[config.mk]
export PLATFORM = sky130hd
export DESIGN_NAME = edf_preemptive_scheduler_unit
export DESIGN_NICKNAME = d
export VERILOG_FILES = /design/src/sv/edf_pkg.sv /design/src/sv/edf_front.sv /design/src/sv/edf_back.sv /design/src/sv/edf_preemptive_scheduler_unit.sv
export VERILOG_INCLUDE_DIRS = /design/src /design/src/sv
export SDC_FILE = /design/constraint.sdc
export NUM_CORES = 2
export LEC_CHECK = 0
export CAP_MARGIN = 20
export CORE_AREA = 8 8 437 439
export DETAILED_ROUTE_END_ITERATION = 10
export DIE_AREA = 0 0 445 447
export DONT_BUFFER_PORTS = 1
export SLEW_MARGIN = 25
export SYNTH_ARGS = -nofsm -noshare
export SYNTH_HDL_FRONTEND = slang
export SYNTH_SLANG_ARGS = --single-unit
[constraint.sdc]
create_clock -name clock -period 7.4 [get_ports clock]
set_input_delay 0.37 -clock clock [delete_from_list [all_inputs] [get_ports clock]]
set_output_delay 0.37 -clock clock [all_outputs]
set_load 0.01 [all_outputs]
[src/sv/edf_preemptive_scheduler_unit_macros.svh]
// Assertion macros used by the scheduler back end.
`ifndef EDF_PREEMPTIVE_SCHEDULER_UNIT_MACROS_SVH
`define EDF_PREEMPTIVE_SCHEDULER_UNIT_MACROS_SVH

// Same-cycle implication, checked while not in reset.
`define EDF_ASSERT_NOW(label, clk, rst, ante, cons, msg) \
   label: assert property (@(posedge clk) disable iff (rst) (ante) |-> (cons)) else $error(msg);

// Next-cycle implication, checked while not in reset.
`define EDF_ASSERT_NEXT(label, clk, rst, ante, cons, msg) \
   label: assert property (@(posedge clk) disable iff (rst) (ante) |=> (cons)) else $error(msg);

`endif

[src/sv/edf_pkg.sv]
// Types, codes and helper functions of the EDF scheduler.
package edf_pkg;

   // Operation carried by one input item.
   typedef enum logic {
      OP_ARRIVE = 1'b0,
      OP_TICK   = 1'b1
   } op_type;

   // Record kinds on the result channel.
   typedef enum logic [2:0] {
      KIND_START  = 3'd0,
      KIND_RESUME = 3'd1,
      KIND_SWITCH = 3'd2,
      KIND_IDLE   = 3'd3,
      KIND_FULL   = 3'd4
   } kind_type;

   // Engine states.
   typedef enum logic [2:0] {
      ST_IDLE,
      ST_SCAN,
      ST_EXEC,
      ST_RESCAN,
      ST_FIN,
      ST_OUT
   } state_type;

   // One classified item as queued between front and back.
   typedef struct packed {
      op_type      op;
      logic [3:0]  task_id;
      logic [15:0] work;
      logic [31:0] deadline;
      logic        next_arrival;
   } item_type;

   // One stored job.
   typedef struct packed {
      logic [31:0] deadline;
      logic [3:0]  task_id;
      logic [15:0] remaining;
      logic [15:0] instance_num;
      logic [15:0] order;
   } slot_word_type;

   // One result record.
   typedef struct packed {
      kind_type    kind;
      logic [31:0] rec_time;
      logic [3:0]  task_id;
      logic [15:0] instance_num;
   } rec_type;

   // True when job a outranks job b: earlier deadline, then lower task,
   // then earlier arrival compared modulo 2^16.
   function automatic logic outranks(input slot_word_type a, input slot_word_type b);
      logic [15:0] order_gap;
      order_gap = b.order - a.order;
      if (a.deadline != b.deadline) begin
         return a.deadline < b.deadline;
      end else if (a.task_id != b.task_id) begin
         return a.task_id < b.task_id;
      end else begin
         return !order_gap[15];
      end
   endfunction

endpackage

[src/sv/edf_front.sv]
// Front end: accepts items, classifies them and queues them for the engine.
module edf_front (
   input  logic               clock,
   input  logic               reset,
   input  logic               req_valid,
   output logic               req_ready,
   input  logic               req_operation,
   input  logic [3:0]         req_task_number,
   input  logic [15:0]        req_work_units,
   input  logic [31:0]        req_job_deadline,
   input  logic               req_arrival_next_unit,
   output logic               q_valid,
   output edf_pkg::item_type  q_item,
   input  logic               q_ready
);
   import edf_pkg::*;

   item_type   q_mem_ff [2];
   logic       wr_ptr_ff, wr_ptr_in;
   logic       rd_ptr_ff, rd_ptr_in;
   logic [1:0] count_ff, count_in;
   logic       push, pop;
   item_type   item_cls;

   // Classify the incoming item: decode the operation, zero work runs as one.
   always_comb begin
      item_cls.op           = req_operation ? OP_TICK : OP_ARRIVE;
      item_cls.task_id      = req_task_number;
      item_cls.work         = (req_work_units == 16'd0) ? 16'd1 : req_work_units;
      item_cls.deadline     = req_job_deadline;
      item_cls.next_arrival = req_arrival_next_unit;
   end

   assign req_ready = (count_ff != 2'd2);
   assign q_valid   = (count_ff != 2'd0);
   assign q_item    = q_mem_ff[rd_ptr_ff];
   assign push      = req_valid && req_ready;
   assign pop       = q_valid && q_ready;

   // Queue pointers and fill count.
   always_comb begin
      wr_ptr_in = push ? !wr_ptr_ff : wr_ptr_ff;
      rd_ptr_in = pop ? !rd_ptr_ff : rd_ptr_ff;
      count_in  = count_ff + {1'b0, push} - {1'b0, pop};
   end

   always_ff @(posedge clock) begin
      if (reset) begin
         wr_ptr_ff <= 1'b0;
         rd_ptr_ff <= 1'b0;
         count_ff  <= 2'd0;
      end else begin
         wr_ptr_ff <= wr_ptr_in;
         rd_ptr_ff <= rd_ptr_in;
         count_ff  <= count_in;
      end
   end

   // Queue storage.
   always_ff @(posedge clock) begin
      if (push) begin
         q_mem_ff[wr_ptr_ff] <= item_cls;
      end
   end

endmodule

[src/sv/edf_back.sv]
// Back end: job table, deadline scan, scheduling decision and record output.
module edf_back #(
   parameter int MAX_JOBS  = 16,
   parameter int MAX_TASKS = 16
) (
   input  logic               clock,
   input  logic               reset,
   input  logic               csr_wr_en,
   input  logic [7:0]         csr_wr_data,
   input  logic               q_valid,
   input  edf_pkg::item_type  q_item,
   output logic               q_ready,
   output logic               rsp_valid,
   input  logic               rsp_ready,
   output edf_pkg::rec_type   rsp_rec,
   output logic               rsp_last
);
   import edf_pkg::*;
   `include "edf_preemptive_scheduler_unit_macros.svh"

   localparam int IDX_W  = $clog2(MAX_JOBS);
   localparam int SLOT_W = $clog2(MAX_JOBS + 1);
   localparam int TIDX_W = $clog2(MAX_TASKS);
   localparam logic [SLOT_W-1:0] NO_SLOT = SLOT_W'(MAX_JOBS);
   localparam logic [IDX_W:0]    SCAN_END = (IDX_W + 1)'(MAX_JOBS);

   state_type state_ff, state_in;
   item_type  item_ff, item_in;
   logic [7:0] ovh_ff;

   logic [MAX_JOBS-1:0] valid_ff, valid_in;
   logic [MAX_JOBS-1:0] started_ff, started_in;
   logic [MAX_JOBS-1:0] preempt_ff, preempt_in;
   logic [15:0] arr_cnt_ff, arr_cnt_in;
   logic [31:0] time_ff, time_in;
   logic [SLOT_W-1:0] running_ff, running_in;
   logic [15:0] swc_ff, swc_in;
   logic [15:0] idlec_ff, idlec_in;

   logic [IDX_W:0]   scan_idx_ff, scan_idx_in;
   logic             scan_pend_ff, scan_pend_in;
   logic [IDX_W-1:0] scan_j_ff, scan_j_in;
   logic             have_best_ff, have_best_in;
   logic [IDX_W-1:0] best_ff, best_in;
   slot_word_type    best_word_ff, best_word_in;
   logic             have_free_ff, have_free_in;
   logic [IDX_W-1:0] free_ff, free_in;

   rec_type    rec_ff [2];
   rec_type    rec_in [2];
   logic [1:0] rec_cnt_ff, rec_cnt_in;
   logic       rec_ptr_ff, rec_ptr_in;

   logic    rsp_valid_ff, rsp_valid_in;
   rec_type rsp_rec_ff, rsp_rec_in;
   logic    rsp_last_ff, rsp_last_in;

   // Job table memory.
   slot_word_type    slot_mem [MAX_JOBS];
   slot_word_type    slot_rd_ff;
   logic [IDX_W-1:0] slot_ra;
   logic             slot_we;
   logic [IDX_W-1:0] slot_wa;
   slot_word_type    slot_wd;

   // Per-task instance counter memory; an entry never written reads as one.
   logic [15:0]         tin_mem [MAX_TASKS];
   logic [MAX_TASKS-1:0] tin_set_ff, tin_set_in;
   logic [15:0]         tin_rd_ff;
   logic                tin_set_rd_ff;
   logic [TIDX_W-1:0]   tin_ra;
   logic                tin_we;
   logic [15:0]         tin_wd;

   logic              scan_done, pop, out_free;
   logic [SLOT_W-1:0] best_ext, run_sel;
   logic              run_valid, do_switch, job_done;

   // Task number reduced modulo the task count by repeated subtraction.
   function automatic logic [3:0] task_mod(input logic [3:0] v);
      logic [3:0] r;
      r = v;
      for (int i = 0; i < 8; i++) begin
         if (9'(r) >= 9'(MAX_TASKS)) begin
            r = 4'(9'(r) - 9'(MAX_TASKS));
         end
      end
      return r;
   endfunction

   logic [8:0] tmod9;
   assign tmod9  = {5'b0, task_mod(best_word_ff.task_id)};
   assign tin_ra = tmod9[TIDX_W-1:0];

   // Shared decision terms.
   assign scan_done = (scan_idx_ff == SCAN_END) && !scan_pend_ff;
   assign pop       = (state_ff == ST_IDLE) && q_valid;
   assign q_ready   = (state_ff == ST_IDLE);
   assign out_free  = !rsp_valid_ff || rsp_ready;
   assign best_ext  = SLOT_W'(best_ff);
   assign run_sel   = (running_ff == NO_SLOT) ? best_ext : running_ff;
   assign run_valid = (run_sel != NO_SLOT) && valid_ff[run_sel[IDX_W-1:0]];
   assign do_switch = (run_sel != best_ext) && run_valid;
   assign job_done  = (best_word_ff.remaining == 16'd1);
   assign slot_ra   = scan_idx_ff[IDX_W-1:0];

   // Next state.
   always_comb begin
      state_in = state_ff;
      case (state_ff)
         ST_IDLE: begin
            if (q_valid) state_in = ST_SCAN;
         end
         ST_SCAN: begin
            if (scan_done) state_in = ST_EXEC;
         end
         ST_EXEC: begin
            if (item_ff.op == OP_TICK && have_best_ff && !do_switch && job_done) begin
               state_in = ST_RESCAN;
            end else begin
               state_in = ST_OUT;
            end
         end
         ST_RESCAN: begin
            if (scan_done) state_in = ST_FIN;
         end
         ST_FIN: state_in = ST_OUT;
         ST_OUT: begin
            if (rec_cnt_ff == 2'd0) begin
               state_in = ST_IDLE;
            end else if (out_free && ({1'b0, rec_ptr_ff} + 2'd1 == rec_cnt_ff)) begin
               state_in = ST_IDLE;
            end
         end
         default: state_in = ST_IDLE;
      endcase
   end

   // Datapath and outputs.
   always_comb begin
      logic [1:0]  k_v;
      logic [15:0] inst_v;
      item_in      = item_ff;
      valid_in     = valid_ff;
      started_in   = started_ff;
      preempt_in   = preempt_ff;
      arr_cnt_in   = arr_cnt_ff;
      time_in      = time_ff;
      running_in   = running_ff;
      swc_in       = swc_ff;
      idlec_in     = idlec_ff;
      scan_idx_in  = scan_idx_ff;
      scan_pend_in = scan_pend_ff;
      scan_j_in    = scan_j_ff;
      have_best_in = have_best_ff;
      best_in      = best_ff;
      best_word_in = best_word_ff;
      have_free_in = have_free_ff;
      free_in      = free_ff;
      rec_in[0]    = rec_ff[0];
      rec_in[1]    = rec_ff[1];
      rec_cnt_in   = rec_cnt_ff;
      rec_ptr_in   = rec_ptr_ff;
      rsp_valid_in = rsp_ready ? 1'b0 : rsp_valid_ff;
      rsp_rec_in   = rsp_rec_ff;
      rsp_last_in  = rsp_last_ff;
      slot_we      = 1'b0;
      slot_wa      = best_ff;
      slot_wd      = best_word_ff;
      tin_we       = 1'b0;
      tin_wd       = 16'd0;
      tin_set_in   = tin_set_ff;
      k_v          = 2'd0;
      inst_v       = 16'd0;

      case (state_ff)
         ST_IDLE: begin
            // Take the next item and start a scan of the table.
            if (pop) begin
               item_in      = q_item;
               scan_idx_in  = '0;
               scan_pend_in = 1'b0;
               have_best_in = 1'b0;
               have_free_in = 1'b0;
            end
         end
         ST_SCAN, ST_RESCAN: begin
            // Issue one read per cycle and fold in the data of the last one.
            if (scan_idx_ff != SCAN_END) begin
               scan_idx_in  = scan_idx_ff + 1'b1;
               scan_pend_in = 1'b1;
               scan_j_in    = scan_idx_ff[IDX_W-1:0];
            end else begin
               scan_pend_in = 1'b0;
            end
            if (scan_pend_ff) begin
               if (valid_ff[scan_j_ff]) begin
                  if (!have_best_ff || outranks(slot_rd_ff, best_word_ff)) begin
                     have_best_in = 1'b1;
                     best_in      = scan_j_ff;
                     best_word_in = slot_rd_ff;
                  end
               end else if (!have_free_ff) begin
                  have_free_in = 1'b1;
                  free_in      = scan_j_ff;
               end
            end
         end
         ST_EXEC: begin
            rec_ptr_in = 1'b0;
            if (item_ff.op == OP_ARRIVE) begin
               // Store the job in the lowest free slot, or report a full table.
               if (!have_free_ff) begin
                  rec_in[0] = '{KIND_FULL, time_ff, 4'd0, 16'd0};
                  k_v       = 2'd1;
               end else begin
                  slot_we             = 1'b1;
                  slot_wa             = free_ff;
                  slot_wd             = '{item_ff.deadline, item_ff.task_id, item_ff.work,
                                          16'd0, arr_cnt_ff};
                  valid_in[free_ff]   = 1'b1;
                  started_in[free_ff] = 1'b0;
                  preempt_in[free_ff] = 1'b0;
                  arr_cnt_in          = arr_cnt_ff + 16'd1;
               end
            end else if (!have_best_ff) begin
               // Empty table: time moves on with nothing running.
               running_in = NO_SLOT;
               time_in    = time_ff + 32'd1;
            end else begin
               // A preempted job coming back resumes if it had started.
               if (preempt_ff[best_ff]) begin
                  preempt_in[best_ff] = 1'b0;
                  if (started_ff[best_ff]) begin
                     rec_in[0] = '{KIND_RESUME, time_ff, best_word_ff.task_id,
                                   best_word_ff.instance_num};
                     k_v       = 2'd1;
                  end
               end
               if (do_switch) begin
                  // Switch away from the running job.
                  if (ovh_ff != 8'd0) begin
                     rec_in[k_v[0]] = '{KIND_SWITCH, time_ff, 4'd0, swc_ff};
                     k_v            = k_v + 2'd1;
                     time_in        = time_ff + {24'd0, ovh_ff};
                  end
                  swc_in                            = swc_ff + 16'd1;
                  preempt_in[run_sel[IDX_W-1:0]]    = 1'b1;
                  running_in                        = best_ext;
               end else begin
                  // Run the best job for one time unit.
                  inst_v = best_word_ff.instance_num;
                  if (!started_ff[best_ff]) begin
                     inst_v              = tin_set_rd_ff ? tin_rd_ff : 16'd1;
                     rec_in[k_v[0]]      = '{KIND_START, time_ff, best_word_ff.task_id, inst_v};
                     k_v                 = k_v + 2'd1;
                     tin_we              = 1'b1;
                     tin_wd              = inst_v + 16'd1;
                     tin_set_in[tin_ra]  = 1'b1;
                     started_in[best_ff] = 1'b1;
                  end
                  slot_we              = 1'b1;
                  slot_wa              = best_ff;
                  slot_wd              = best_word_ff;
                  slot_wd.remaining    = best_word_ff.remaining - 16'd1;
                  slot_wd.instance_num = inst_v;
                  time_in              = time_ff + 32'd1;
                  if (job_done) begin
                     valid_in[best_ff]   = 1'b0;
                     preempt_in[best_ff] = 1'b0;
                     scan_idx_in         = '0;
                     scan_pend_in        = 1'b0;
                     have_best_in        = 1'b0;
                     have_free_in        = 1'b0;
                  end else begin
                     running_in = best_ext;
                  end
               end
            end
            rec_cnt_in = k_v;
         end
         ST_FIN: begin
            // After a job finishes: pick the next runner and maybe report idle.
            running_in = have_best_ff ? best_ext : NO_SLOT;
            if (!have_best_ff && !item_ff.next_arrival) begin
               rec_in[rec_cnt_ff[0]] = '{KIND_IDLE, time_ff, 4'd0, idlec_ff};
               rec_cnt_in            = rec_cnt_ff + 2'd1;
               idlec_in              = idlec_ff + 16'd1;
            end
         end
         ST_OUT: begin
            // Hand records to the output register one per transfer.
            if (rec_cnt_ff != 2'd0 && out_free) begin
               rsp_valid_in = 1'b1;
               rsp_rec_in   = rec_ff[rec_ptr_ff];
               rsp_last_in  = ({1'b0, rec_ptr_ff} + 2'd1 == rec_cnt_ff);
               rec_ptr_in   = !rec_ptr_ff;
            end
         end
         default: ;
      endcase
   end

   assign rsp_valid = rsp_valid_ff;
   assign rsp_rec   = rsp_rec_ff;
   assign rsp_last  = rsp_last_ff;

   // Control state.
   always_ff @(posedge clock) begin
      if (reset) begin
         state_ff     <= ST_IDLE;
         ovh_ff       <= 8'd0;
         valid_ff     <= '0;
         started_ff   <= '0;
         preempt_ff   <= '0;
         arr_cnt_ff   <= 16'd0;
         time_ff      <= 32'd0;
         running_ff   <= NO_SLOT;
         swc_ff       <= 16'd1;
         idlec_ff     <= 16'd1;
         tin_set_ff   <= '0;
         scan_idx_ff  <= '0;
         scan_pend_ff <= 1'b0;
         have_best_ff <= 1'b0;
         have_free_ff <= 1'b0;
         rec_cnt_ff   <= 2'd0;
         rec_ptr_ff   <= 1'b0;
         rsp_valid_ff <= 1'b0;
      end else begin
         state_ff     <= state_in;
         if (csr_wr_en) ovh_ff <= csr_wr_data;
         valid_ff     <= valid_in;
         started_ff   <= started_in;
         preempt_ff   <= preempt_in;
         arr_cnt_ff   <= arr_cnt_in;
         time_ff      <= time_in;
         running_ff   <= running_in;
         swc_ff       <= swc_in;
         idlec_ff     <= idlec_in;
         tin_set_ff   <= tin_set_in;
         scan_idx_ff  <= scan_idx_in;
         scan_pend_ff <= scan_pend_in;
         have_best_ff <= have_best_in;
         have_free_ff <= have_free_in;
         rec_cnt_ff   <= rec_cnt_in;
         rec_ptr_ff   <= rec_ptr_in;
         rsp_valid_ff <= rsp_valid_in;
      end
   end

   // Payload registers.
   always_ff @(posedge clock) begin
      item_ff      <= item_in;
      scan_j_ff    <= scan_j_in;
      best_ff      <= best_in;
      best_word_ff <= best_word_in;
      free_ff      <= free_in;
      rec_ff[0]    <= rec_in[0];
      rec_ff[1]    <= rec_in[1];
      rsp_rec_ff   <= rsp_rec_in;
      rsp_last_ff  <= rsp_last_in;
   end

   // Job table: one write port, one registered read port.
   always_ff @(posedge clock) begin
      if (slot_we) slot_mem[slot_wa] <= slot_wd;
      slot_rd_ff <= slot_mem[slot_ra];
   end

   // Instance counters: one write port, one registered read port.
   always_ff @(posedge clock) begin
      if (tin_we) tin_mem[tin_ra] <= tin_wd;
      tin_rd_ff     <= tin_mem[tin_ra];
      tin_set_rd_ff <= tin_set_ff[tin_ra];
   end

   // While idle, the running job is a live table entry or none.
   `EDF_ASSERT_NOW(a_running_live, clock, reset, state_ff == ST_IDLE, (running_ff == NO_SLOT) || valid_ff[running_ff[IDX_W-1:0]], "running slot is not a live job")
   // A tick only acts on a live job.
   `EDF_ASSERT_NOW(a_best_live, clock, reset, (state_ff == ST_EXEC) && (item_ff.op == OP_TICK) && have_best_ff, valid_ff[best_ff], "chosen job is not live")
   // An item never causes more than two records.
   `EDF_ASSERT_NOW(a_rec_bound, clock, reset, state_ff == ST_OUT, rec_cnt_ff != 2'd3, "too many records for one item")
   // A finished job is followed by a rescan of the table.
   `EDF_ASSERT_NEXT(a_rescan_start, clock, reset, (state_ff == ST_EXEC) && (state_in == ST_RESCAN), (scan_idx_ff == '0) && !have_best_ff, "rescan did not restart")

endmodule

[src/sv/edf_preemptive_scheduler_unit.sv]
// Top level of the preemptive earliest-deadline-first scheduler.
// The engine takes an item from its queue, then walks the job table through its single
// read port, one slot a cycle, and makes one scheduling decision; records then leave one a
// cycle while the output register is free, and an item that causes no record returns the
// engine straight to idle. A tick that finishes a job walks the table a second time and
// then chooses the next runner. Items are queued two deep ahead of the engine and records
// leave through an output register, so the input keeps taking items while a record waits.
// switch_overhead is written through csr_wr_en/csr_wr_data and must only change while idle.
module edf_preemptive_scheduler_unit #(
   parameter int MAX_JOBS  = 16,
   parameter int MAX_TASKS = 16
) (
   input  logic        clock,
   input  logic        reset,
   input  logic        csr_wr_en,
   input  logic [7:0]  csr_wr_data,
   input  logic        req_valid,
   output logic        req_ready,
   input  logic        req_operation,
   input  logic [3:0]  req_task_number,
   input  logic [15:0] req_work_units,
   input  logic [31:0] req_job_deadline,
   input  logic        req_arrival_next_unit,
   output logic        rsp_valid,
   input  logic        rsp_ready,
   output logic [2:0]  rsp_record_kind,
   output logic [31:0] rsp_record_time,
   output logic [3:0]  rsp_record_task,
   output logic [15:0] rsp_record_instance,
   output logic        rsp_last_record
);
   import edf_pkg::*;

   logic     q_valid, q_ready;
   item_type q_item;
   rec_type  rsp_rec;

   edf_front u_front (
      .clock                 (clock),
      .reset                 (reset),
      .req_valid             (req_valid),
      .req_ready             (req_ready),
      .req_operation         (req_operation),
      .req_task_number       (req_task_number),
      .req_work_units        (req_work_units),
      .req_job_deadline      (req_job_deadline),
      .req_arrival_next_unit (req_arrival_next_unit),
      .q_valid               (q_valid),
      .q_item                (q_item),
      .q_ready               (q_ready)
   );

   edf_back #(
      .MAX_JOBS  (MAX_JOBS),
      .MAX_TASKS (MAX_TASKS)
   ) u_back (
      .clock       (clock),
      .reset       (reset),
      .csr_wr_en   (csr_wr_en),
      .csr_wr_data (csr_wr_data),
      .q_valid     (q_valid),
      .q_item      (q_item),
      .q_ready     (q_ready),
      .rsp_valid   (rsp_valid),
      .rsp_ready   (rsp_ready),
      .rsp_rec     (rsp_rec),
      .rsp_last    (rsp_last_record)
   );

   // Split the record into its output fields.
   assign rsp_record_kind     = 3'(rsp_rec.kind);
   assign rsp_record_time     = rsp_rec.rec_time;
   assign rsp_record_task     = rsp_rec.task_id;
   assign rsp_record_instance = rsp_rec.instance_num;

endmodule
# ---- Yosys cells after proc, flatten, opt, wreduce, memory -nomap -nowiden
# Memory sizes are Yosys's and may differ from the RTL's. A register that Yosys moved wholly into a read port is not among the register bits.
# Index checks and enable logic that the tools add are counted.
dict set report op_classes {
  add_sub_neg 14
  n_lt_le_gt_ge 15
  eq_ne 37
  muxes 156
  n_bitwise 18
  n_reduce_logical 60
}
# cell n
set ops {}
lappend ops {{two-way mux 110 bit} 5}
lappend ops {{two-way mux 55 bit} 10}
lappend ops {{two-way mux 16 bit} 27}
lappend ops {{bitwise mux 110 bit} 3}
lappend ops {{two-way mux 84 bit} 3}
lappend ops {{case mux 110 bit (2 select lines)} 1}
lappend ops {{demux 55 bit (select 1 bit)} 2}
lappend ops {{two-way mux 32 bit} 3}
lappend ops {{two-way mux 48 bit} 2}
lappend ops {{AND 16 bit} 5}
lappend ops {{adder 16 x 1 -> 16 bit (second input constant)} 4}
lappend ops {{OR 16 bit} 4}
lappend ops {{two-way mux 5 bit} 12}
lappend ops {{two-way mux 1 bit} 52}
lappend ops {{adder 32 x 1 -> 32 bit (second input constant)} 1}
lappend ops {{adder 32 x 8 -> 32 bit} 1}
lappend ops {{< comparator 32 bit} 1}
lappend ops {{inequality test 32 bit} 1}
lappend ops {{NOT 16 bit} 2}
lappend ops {{inequality test 2 x 1 -> 1 bit (second input constant)} 13}
lappend ops {{< comparator 4 x 5 -> 1 bit (second input constant)} 5}
lappend ops {{binary-select mux 1 bit (select 4 bit)} 5}
lappend ops {{two-way mux 2 bit} 10}
lappend ops {{two-way mux 3 bit} 6}
lappend ops {{other kinds (51)} 122}
dict set report word_totals {
  ff_bits 274
  ram_bits 1818
  in_bits 67
  out_inout_bits 58
  word_cells 335
  n_memories 4
}
# memory depth word_bits read_ports rd_clocked_by_memory_dff write_ports line
set memory_table {}
lappend memory_table {u_back.slot_mem 16 84 1 1 1 edf_back.sv:59} ;# slot_word_type slot_mem [MAX_JOBS];
lappend memory_table {u_back.tin_mem 16 16 1 1 1 edf_back.sv:67} ;# logic [15:0] tin_mem [MAX_TASKS];
lappend memory_table {u_back.rec_ff 2 55 3 1 2 edf_back.sv:49} ;# rec_type rec_ff [2];
lappend memory_table {u_front.q_mem_ff 2 54 1 1 1 edf_front.sv:18} ;# item_type q_mem_ff [2];

# ---- Depth between registers and ports, before layout
dict set report depth {
  ltp_word 18
  depth_mapped 14
  ltp_nobuf 11
}

# ---- Modules after synthesis
# Synthesis repeated with hierarchy kept, for this count alone.
dict set report unflattened {
  cells_unflattened 4930
  hier_area_um2 90588.1
}
# mod n_inst cells_each area_per_inst_um2 seq_area_each_um2
set modules_own_cells {}
lappend modules_own_cells {edf_back 1 4713 86319.0 63000.4}
lappend modules_own_cells {edf_front 1 217 4269.1 3343.2}

# ---- Least setup slack after synthesis
# Ideal clock, no wire load.
dict set report synth_path {
  path_kind {reg2reg}
  startpoint {register u_back.running_ff[0]}
  endpoint {memory u_back.slot_mem[0][0] (netlist bit), enable pin}
  setup_time_ps 527
  arrival_time_ps 6174
  required_time_ps 6873
  slack_ps 698
  path_stages_with_launch 12
  n_path_buf 3
  period_less_slack_ps 6702
  cell_sequence {dfxtp_1 > buf_4 > or3b_1 > buf_2 > o31a_1 > a2111oi_1 > nor3_1 > and4_1 > buf_2 > a2111oi_2 > a22oi_1 > nor2_1}
}
dict set report synth_between {
  elab_chain_cells 12
  elab_cells_between_ends 14
  classes_between {3 x eq/ne; 9 x mux; 2 x reduce/logical}
}
# element line
set synth_lines {}
lappend synth_lines {{start: declaration} edf_back.sv:36} ;# logic [SLOT_W-1:0] running_ff, running_in;
lappend synth_lines {{start signal: assignment} edf_back.sv:337} ;# running_ff <= running_in;
lappend synth_lines {{== test 5 bit} edf_back.sv:101} ;# assign run_sel = (running_ff == NO_SLOT) ? best_ext : running_ff;
lappend synth_lines {{two-way mux 5 bit (*)} edf_back.sv:101}
lappend synth_lines {{binary-select mux 1 bit (select 4 bit)} edf_back.sv:102} ;# assign run_valid = (run_sel != NO_SLOT) && valid_ff[run_sel[IDX_W-1:0]];
lappend synth_lines {{two-way mux 1 bit (not written as such)} edf_back.sv:102}
lappend synth_lines {{logical AND 1 bit} edf_back.sv:102}
lappend synth_lines {{logical AND 1 bit (*)} edf_back.sv:103} ;# assign do_switch = (run_sel != best_ext) && run_valid;
lappend synth_lines {{two-way mux 1 bit (*)} edf_back.sv:240} ;# if (do_switch) begin
lappend synth_lines {{two-way mux 1 bit (*)} edf_back.sv:226} ;# end else if (!have_best_ff) begin
lappend synth_lines {{two-way mux 1 bit (*)} edf_back.sv:211} ;# if (item_ff.op == OP_ARRIVE) begin
lappend synth_lines {{two-way mux 1 bit (*)} edf_back.sv:176} ;# case (state_ff)
lappend synth_lines {{two-way mux 1 bit (*)} edf_back.sv:366} ;# if (slot_we) slot_mem[slot_wa] <= slot_wd;
lappend synth_lines {{two-way mux 1 bit (not written as such) (*)} edf_back.sv:366}
lappend synth_lines {{end: declaration} edf_back.sv:59}
# Mark *: on every way between the ends. The rest lies on a longest branch, timed or not. The select of a mux whose other input is x is not followed.

# ---- Final worst setup path
dict set report layout_path {
  startpoint {register u_back.best_ff[3]}
  endpoint {memory u_back.slot_mem[9][39] (netlist bit), enable pin}
}
dict set report layout_between {
  elab_chain_cells 11
  elab_cells_between_ends 16
  classes_between {2 x eq/ne; 12 x mux; 2 x reduce/logical}
}
# element line
set layout_lines {}
lappend layout_lines {{start: declaration} edf_back.sv:44} ;# logic [IDX_W-1:0] best_ff, best_in;
lappend layout_lines {{start signal: assignment} edf_back.sv:355} ;# best_ff <= best_in;
lappend layout_lines {{two-way mux 5 bit} edf_back.sv:101}
lappend layout_lines {{binary-select mux 1 bit (select 4 bit)} edf_back.sv:102}
lappend layout_lines {{two-way mux 1 bit (not written as such)} edf_back.sv:102}
lappend layout_lines {{logical AND 1 bit} edf_back.sv:102}
lappend layout_lines {{logical AND 1 bit} edf_back.sv:103}
lappend layout_lines {{two-way mux 1 bit} edf_back.sv:240}
lappend layout_lines {{two-way mux 1 bit} edf_back.sv:226}
lappend layout_lines {{two-way mux 1 bit} edf_back.sv:211}
lappend layout_lines {{two-way mux 1 bit} edf_back.sv:176}
lappend layout_lines {{two-way mux 1 bit} edf_back.sv:366}
lappend layout_lines {{two-way mux 1 bit (not written as such)} edf_back.sv:366}
# Parallel ways exist; a longest one is shown, timed or not. The select of a mux whose other input is x is not followed.

==> results by group <==
Global routing
  – Met2 track utilization from global routing: 36.42%
  – Pin count of the biggest net entering global routing: 182
  – Vias in the first global route: 48730
  – Aggregate global-route resource usage: 21.39%
  – Wire length of the first global-routing pass: 321700 um
  – Initial antenna violation count: 0
  – Met1 global-route usage: 29.43%
  – Highest-utilization routing layer at the global route stage: met2
  – Overflow left after global routing: 0
  – Global-route met3 utilization: 3.017%

Clock tree
  – Clock tree buffer depth: 3
  – Num Clock Sinks: 2301
  – Post-CTS setup buffer count: 0
  – Root buffer cell: sky130_fd_sc_hd__clkbuf_16
  – TritonCTS Buffers: 228
  – Depth of the CTS H-tree: 4
  – Clock tree from TritonCTS: done
  – Clock transition at the register clock pins on the worst setup and hold paths after CTS: 60 ps
  – Insertion delay to the later sink of the worst-skew pair: 870 ps

Routing
  – Count of nets left with antenna violations after detail routing: 0
  – Detailed-route vias per instance: 6.002
  – DR vias: 47390
  – DRC violations left: 0
  – Initial drt markers: 4477
  – Total wirelength of the detailed-routed design: 215500 um
  – Drt first pass iters: 7
  – Routed wirelength normalized by instance count: 27.29 um

Critical path
  – Crit path capture: u_back.slot_mem[9][39]$_DFFE_PP_
  – Critical register-to-register path startpoint: u_back.best_ff[3]$_DFFE_PP_
  – R2R depth: 9
  – Start point of the critical path: u_back.best_ff[3]$_DFFE_PP_
  – FF-to-FF setup slack: 2260 ps
  – Startpoint types: register
  – Critical Path Fanout Max: 39
  – CP Capture Type: register
  – Required time reported for the critical path endpoint: 7880 ps
  – Crit Path Class: register to register
  – WP data arrival: 5620 ps
  – Capture point of the worst reg-to-reg path: u_back.slot_mem[9][39]$_DFFE_PP_

Place
  – Placed inst area: 0.09524 sq mm
  – Routability cong.: 0.9041
  – HPWL after detailed placement: 125300 um
  – Cells after DPL: 7384
  – Buffers added on ports: 0

Synth
  – Cell accounting for the most synthesized area: sky130_fd_sc_hd__edfxtp_1
  – Primary FF master, synth: sky130_fd_sc_hd__edfxtp_1
  – EDFF count, synth: 2024
  – Synthesis-stage register bit count: 2301
  – Cell with the most instances after synthesis: sky130_fd_sc_hd__edfxtp_1
  – Syn Inst Count: 5035
  – Cell variety after synth: 94
  – Commonest cells in the synthesized netlist: sky130_fd_sc_hd__edfxtp_1 (2024), sky130_fd_sc_hd__mux4_2 (520), sky130_fd_sc_hd__dfxtp_1 (277)
  – Ranking of synthesized cells by area: sky130_fd_sc_hd__edfxtp_1 (66%), sky130_fd_sc_hd__mux4_2 (13%), sky130_fd_sc_hd__dfxtp_1 (6.1%)
  – Register area share after synthesis: 72.51%
  – Top cell type's share of synthesized area: 66.45%
  – Per-instance average area after synthesis: 18.17 sq um
  – FFs w/ async S/R, synth: 0%
  – Syn. warnings: 0
  – Post-synthesis instance area: 0.09147 sq mm

Final layout
  – Post-layout instance area: 0.1038 sq mm
  – Cell Count, Final, Fillers Out: 7895
  – Area Growth Syn to Fin: 13.50%
  – Filler cells: 14150
  – Number of nets at the end of the flow: 5349
  – Fraction of final layout cells with drive strength greater than 1: 23.72%

Die
  – Area of the placeable core: 0.1842 sq mm
  – Die span in x: 445 um
  – Die area: 0.1989 sq mm
  – Die Y-Extent: 447 um
  – Floorplan row count: 158
  – Initial cell density of the core: 49.65%
  – Boundary Pins: 125

Power and ir drop
  – Leak pwr: 32.22 nW
  – PD cells: 292.8 mW/mm^2
  – Worst vdd ir: 0.2940 mV

Timing
  – Max Clock Freq: 194.7 MHz
  – Share of the clock period used by the worst path: 69.41%
  – Unrepaired setup endpoints after global routing: false
  – Total Negative Setup Slacks: 0 ps
  – Worst slew margin relative to its limit: 30.14%
  – Count of endpoints failing setup in the final report: 0
  – Final number of max-transition violations: 0
  – Tightest Pin Transition: 1048 ps
  – Final critical path time including I/O delays and setup: 5137 ps
  – Final Hold Vio Count: 0
  – Clock Skews: 56.52 ps

Outcome
  – Outcome: finished, final reports clean

Flow run
  – Maxcap violations: 0

Hold path
  – Hold Path Class: input port to register
[routing by layer]
| metal | part of all wire (%) | vias to the layer above |
|---|---|---|
| met5 | 0 | - |
| met4 | 2.1 | 0 |
| met3 | 5.0 | 315 |
| met2 | 50 | 1418 |
| met1 | 43 | 24920 |
| li1 | - | 20740 |
[power by group]
| part | switching (mW) | internal (mW) | leakage [nW] |
|---|---|---|---|
| logic | 1.89 | 1.61 | 8.40 |
| registers | 0.350 | 14.7 | 20.0 |
| clock network | 4.97 | 6.86 | 3.77 |
[sequential cells by signal (all words and copies together), names as in the netlist, 5 cells and up]
register / cells
u_back.slot_rd_ff: 84
u_back.idlec_ff: 16
u_front.q_mem_ff: 108
u_back.ovh_ff: 8
u_back.arr_cnt_ff: 16
u_back.running_ff: 5
u_back.rsp_rec: 55
u_back.slot_mem: 1344
u_back.scan_idx_ff: 5
u_back.preempt_ff: 16
u_back.rec_ff: 110
u_back.tin_mem: 256
u_back.tin_rd_ff: 16
u_back.started_ff: 16
u_back.valid_ff: 16
u_back.tin_set_ff: 16
u_back.best_word_ff: 80
u_back.item_ff: 54
u_back.swc_ff: 16
u_back.time_ff: 32
[cell type report]
cell class | instances | area (sq um) | area share, %
flip-flops and latches | 2301 | 66340 | 63.90
multi-input cells | 2341 | 24030 | 23.14
clock buffers | 291 | 6125 | 5.899
well taps | 2480 | 3103 | 2.989
repair buffers | 247 | 2242 | 2.160
clock inverters | 143 | 1637 | 1.576
inverters | 91 | 341.6 | 0.3290
diodes | 1 | 2.502 | 0.002410
[placed cells by master, fill, tap and decap left out, drive strengths merged, types with 27 or more instances in the layout]
| master | netlist | final |
|---|---|---|
| edfxtp | 2024 | 2024 |
| mux4 | 520 | 520 |
| clkbuf | 206 | 291 |
| dfxtp | 277 | 277 |
| nand2 | 251 | 251 |
| nor2 | 232 | 232 |
| buf | 99 | 174 |
| mux2 | 146 | 146 |
| a21oi | 141 | 141 |
| o21ai | 140 | 140 |
| nand3 | 111 | 111 |
| inv | 91 | 100 |
| clkinv | 0 | 93 |
| dlygate4sd3 | 0 | 73 |
| ha | 71 | 71 |
| nor3 | 64 | 64 |
| a22o | 53 | 53 |
| nor2b | 46 | 46 |
| nand4 | 45 | 45 |
| and3 | 36 | 36 |
| xor2 | 32 | 32 |
| mux2i | 31 | 31 |
| nor4 | 29 | 29 |
| bufinv | 0 | 28 |
| a21o | 27 | 27 |
| o211ai | 27 | 27 |
| a211oi | 27 | 27 |
[timing repair]
action	CTS	global route
hold buffers	74	0
endpoints found under the hold margin	277	0
gates resized for setup	0	0
[worst max-delay path, cell delays in order (launching register included)]
cell,delay [ps]
sky130_fd_sc_hd__edfxtp_1,750
sky130_fd_sc_hd__nand2_1,300
sky130_fd_sc_hd__o31ai_1,650
sky130_fd_sc_hd__nand3_1,230
sky130_fd_sc_hd__nand4_2,160
sky130_fd_sc_hd__o2111ai_1,260
sky130_fd_sc_hd__a2bb2oi_1,350
sky130_fd_sc_hd__nor2_4,650
sky130_fd_sc_hd__buf_4,620
sky130_fd_sc_hd__buf_4,710
[logic make-up (layout without fill, tap and decap cells)]
logic type | after synthesis | after routing | synth area share (%)
AO/OA/AOI/OAI | 621 | 621 | 4.673
other | 1 | 5 | 0.004100
adder cells (fa/ha/maj) | 72 | 72 | 0.9931
XOR/XNOR | 53 | 53 | 0.5075
buffers and inverters | 396 | 772 | 1.696
flip-flops | 2301 | 2301 | 72.51
multiplexers | 697 | 697 | 14.94
AND/OR/NAND/NOR | 894 | 894 | 4.679
[worst min path at each step]
stage | startpoint | to | slack (ps) | cells past startpoint
after global routing | reset | u_back.idlec_ff[14]$_SDFFE_PP0P_ | 50 | 2
after CTS | reset | u_back.idlec_ff[14]$_SDFFE_PP0P_ | 10 | 2
after global placement | u_back.slot_rd_ff[20]$_DFF_P_ | u_back.best_word_ff[20]$_DFFE_PP_ | 390 | 0
final | reset | u_back.idlec_ff[14]$_SDFFE_PP0P_ | 30 | 2
after detailed placement | u_back.slot_rd_ff[31]$_DFF_P_ | u_back.best_word_ff[31]$_DFFE_PP_ | 390 | 0
after floorplan | u_back.slot_rd_ff[16]$_DFF_P_ | u_back.best_word_ff[16]$_DFFE_PP_ | 390 | 0
[stage by stage]
stage,setup slack (ps),power (mW),util [%],hold slack [ps]
after floorplan,698.5,17.74,-,385.5
after global placement,2377,18.81,51.64,385.6
after detailed placement,2289,18.84,51.69,388.7
after CTS,2306,30.72,56.31,14.71
after global routing,2041,31.47,56.35,48.10
final,2263,30.40,56.35,33.88
No activity file was read; power rests on OpenSTA's default activity.
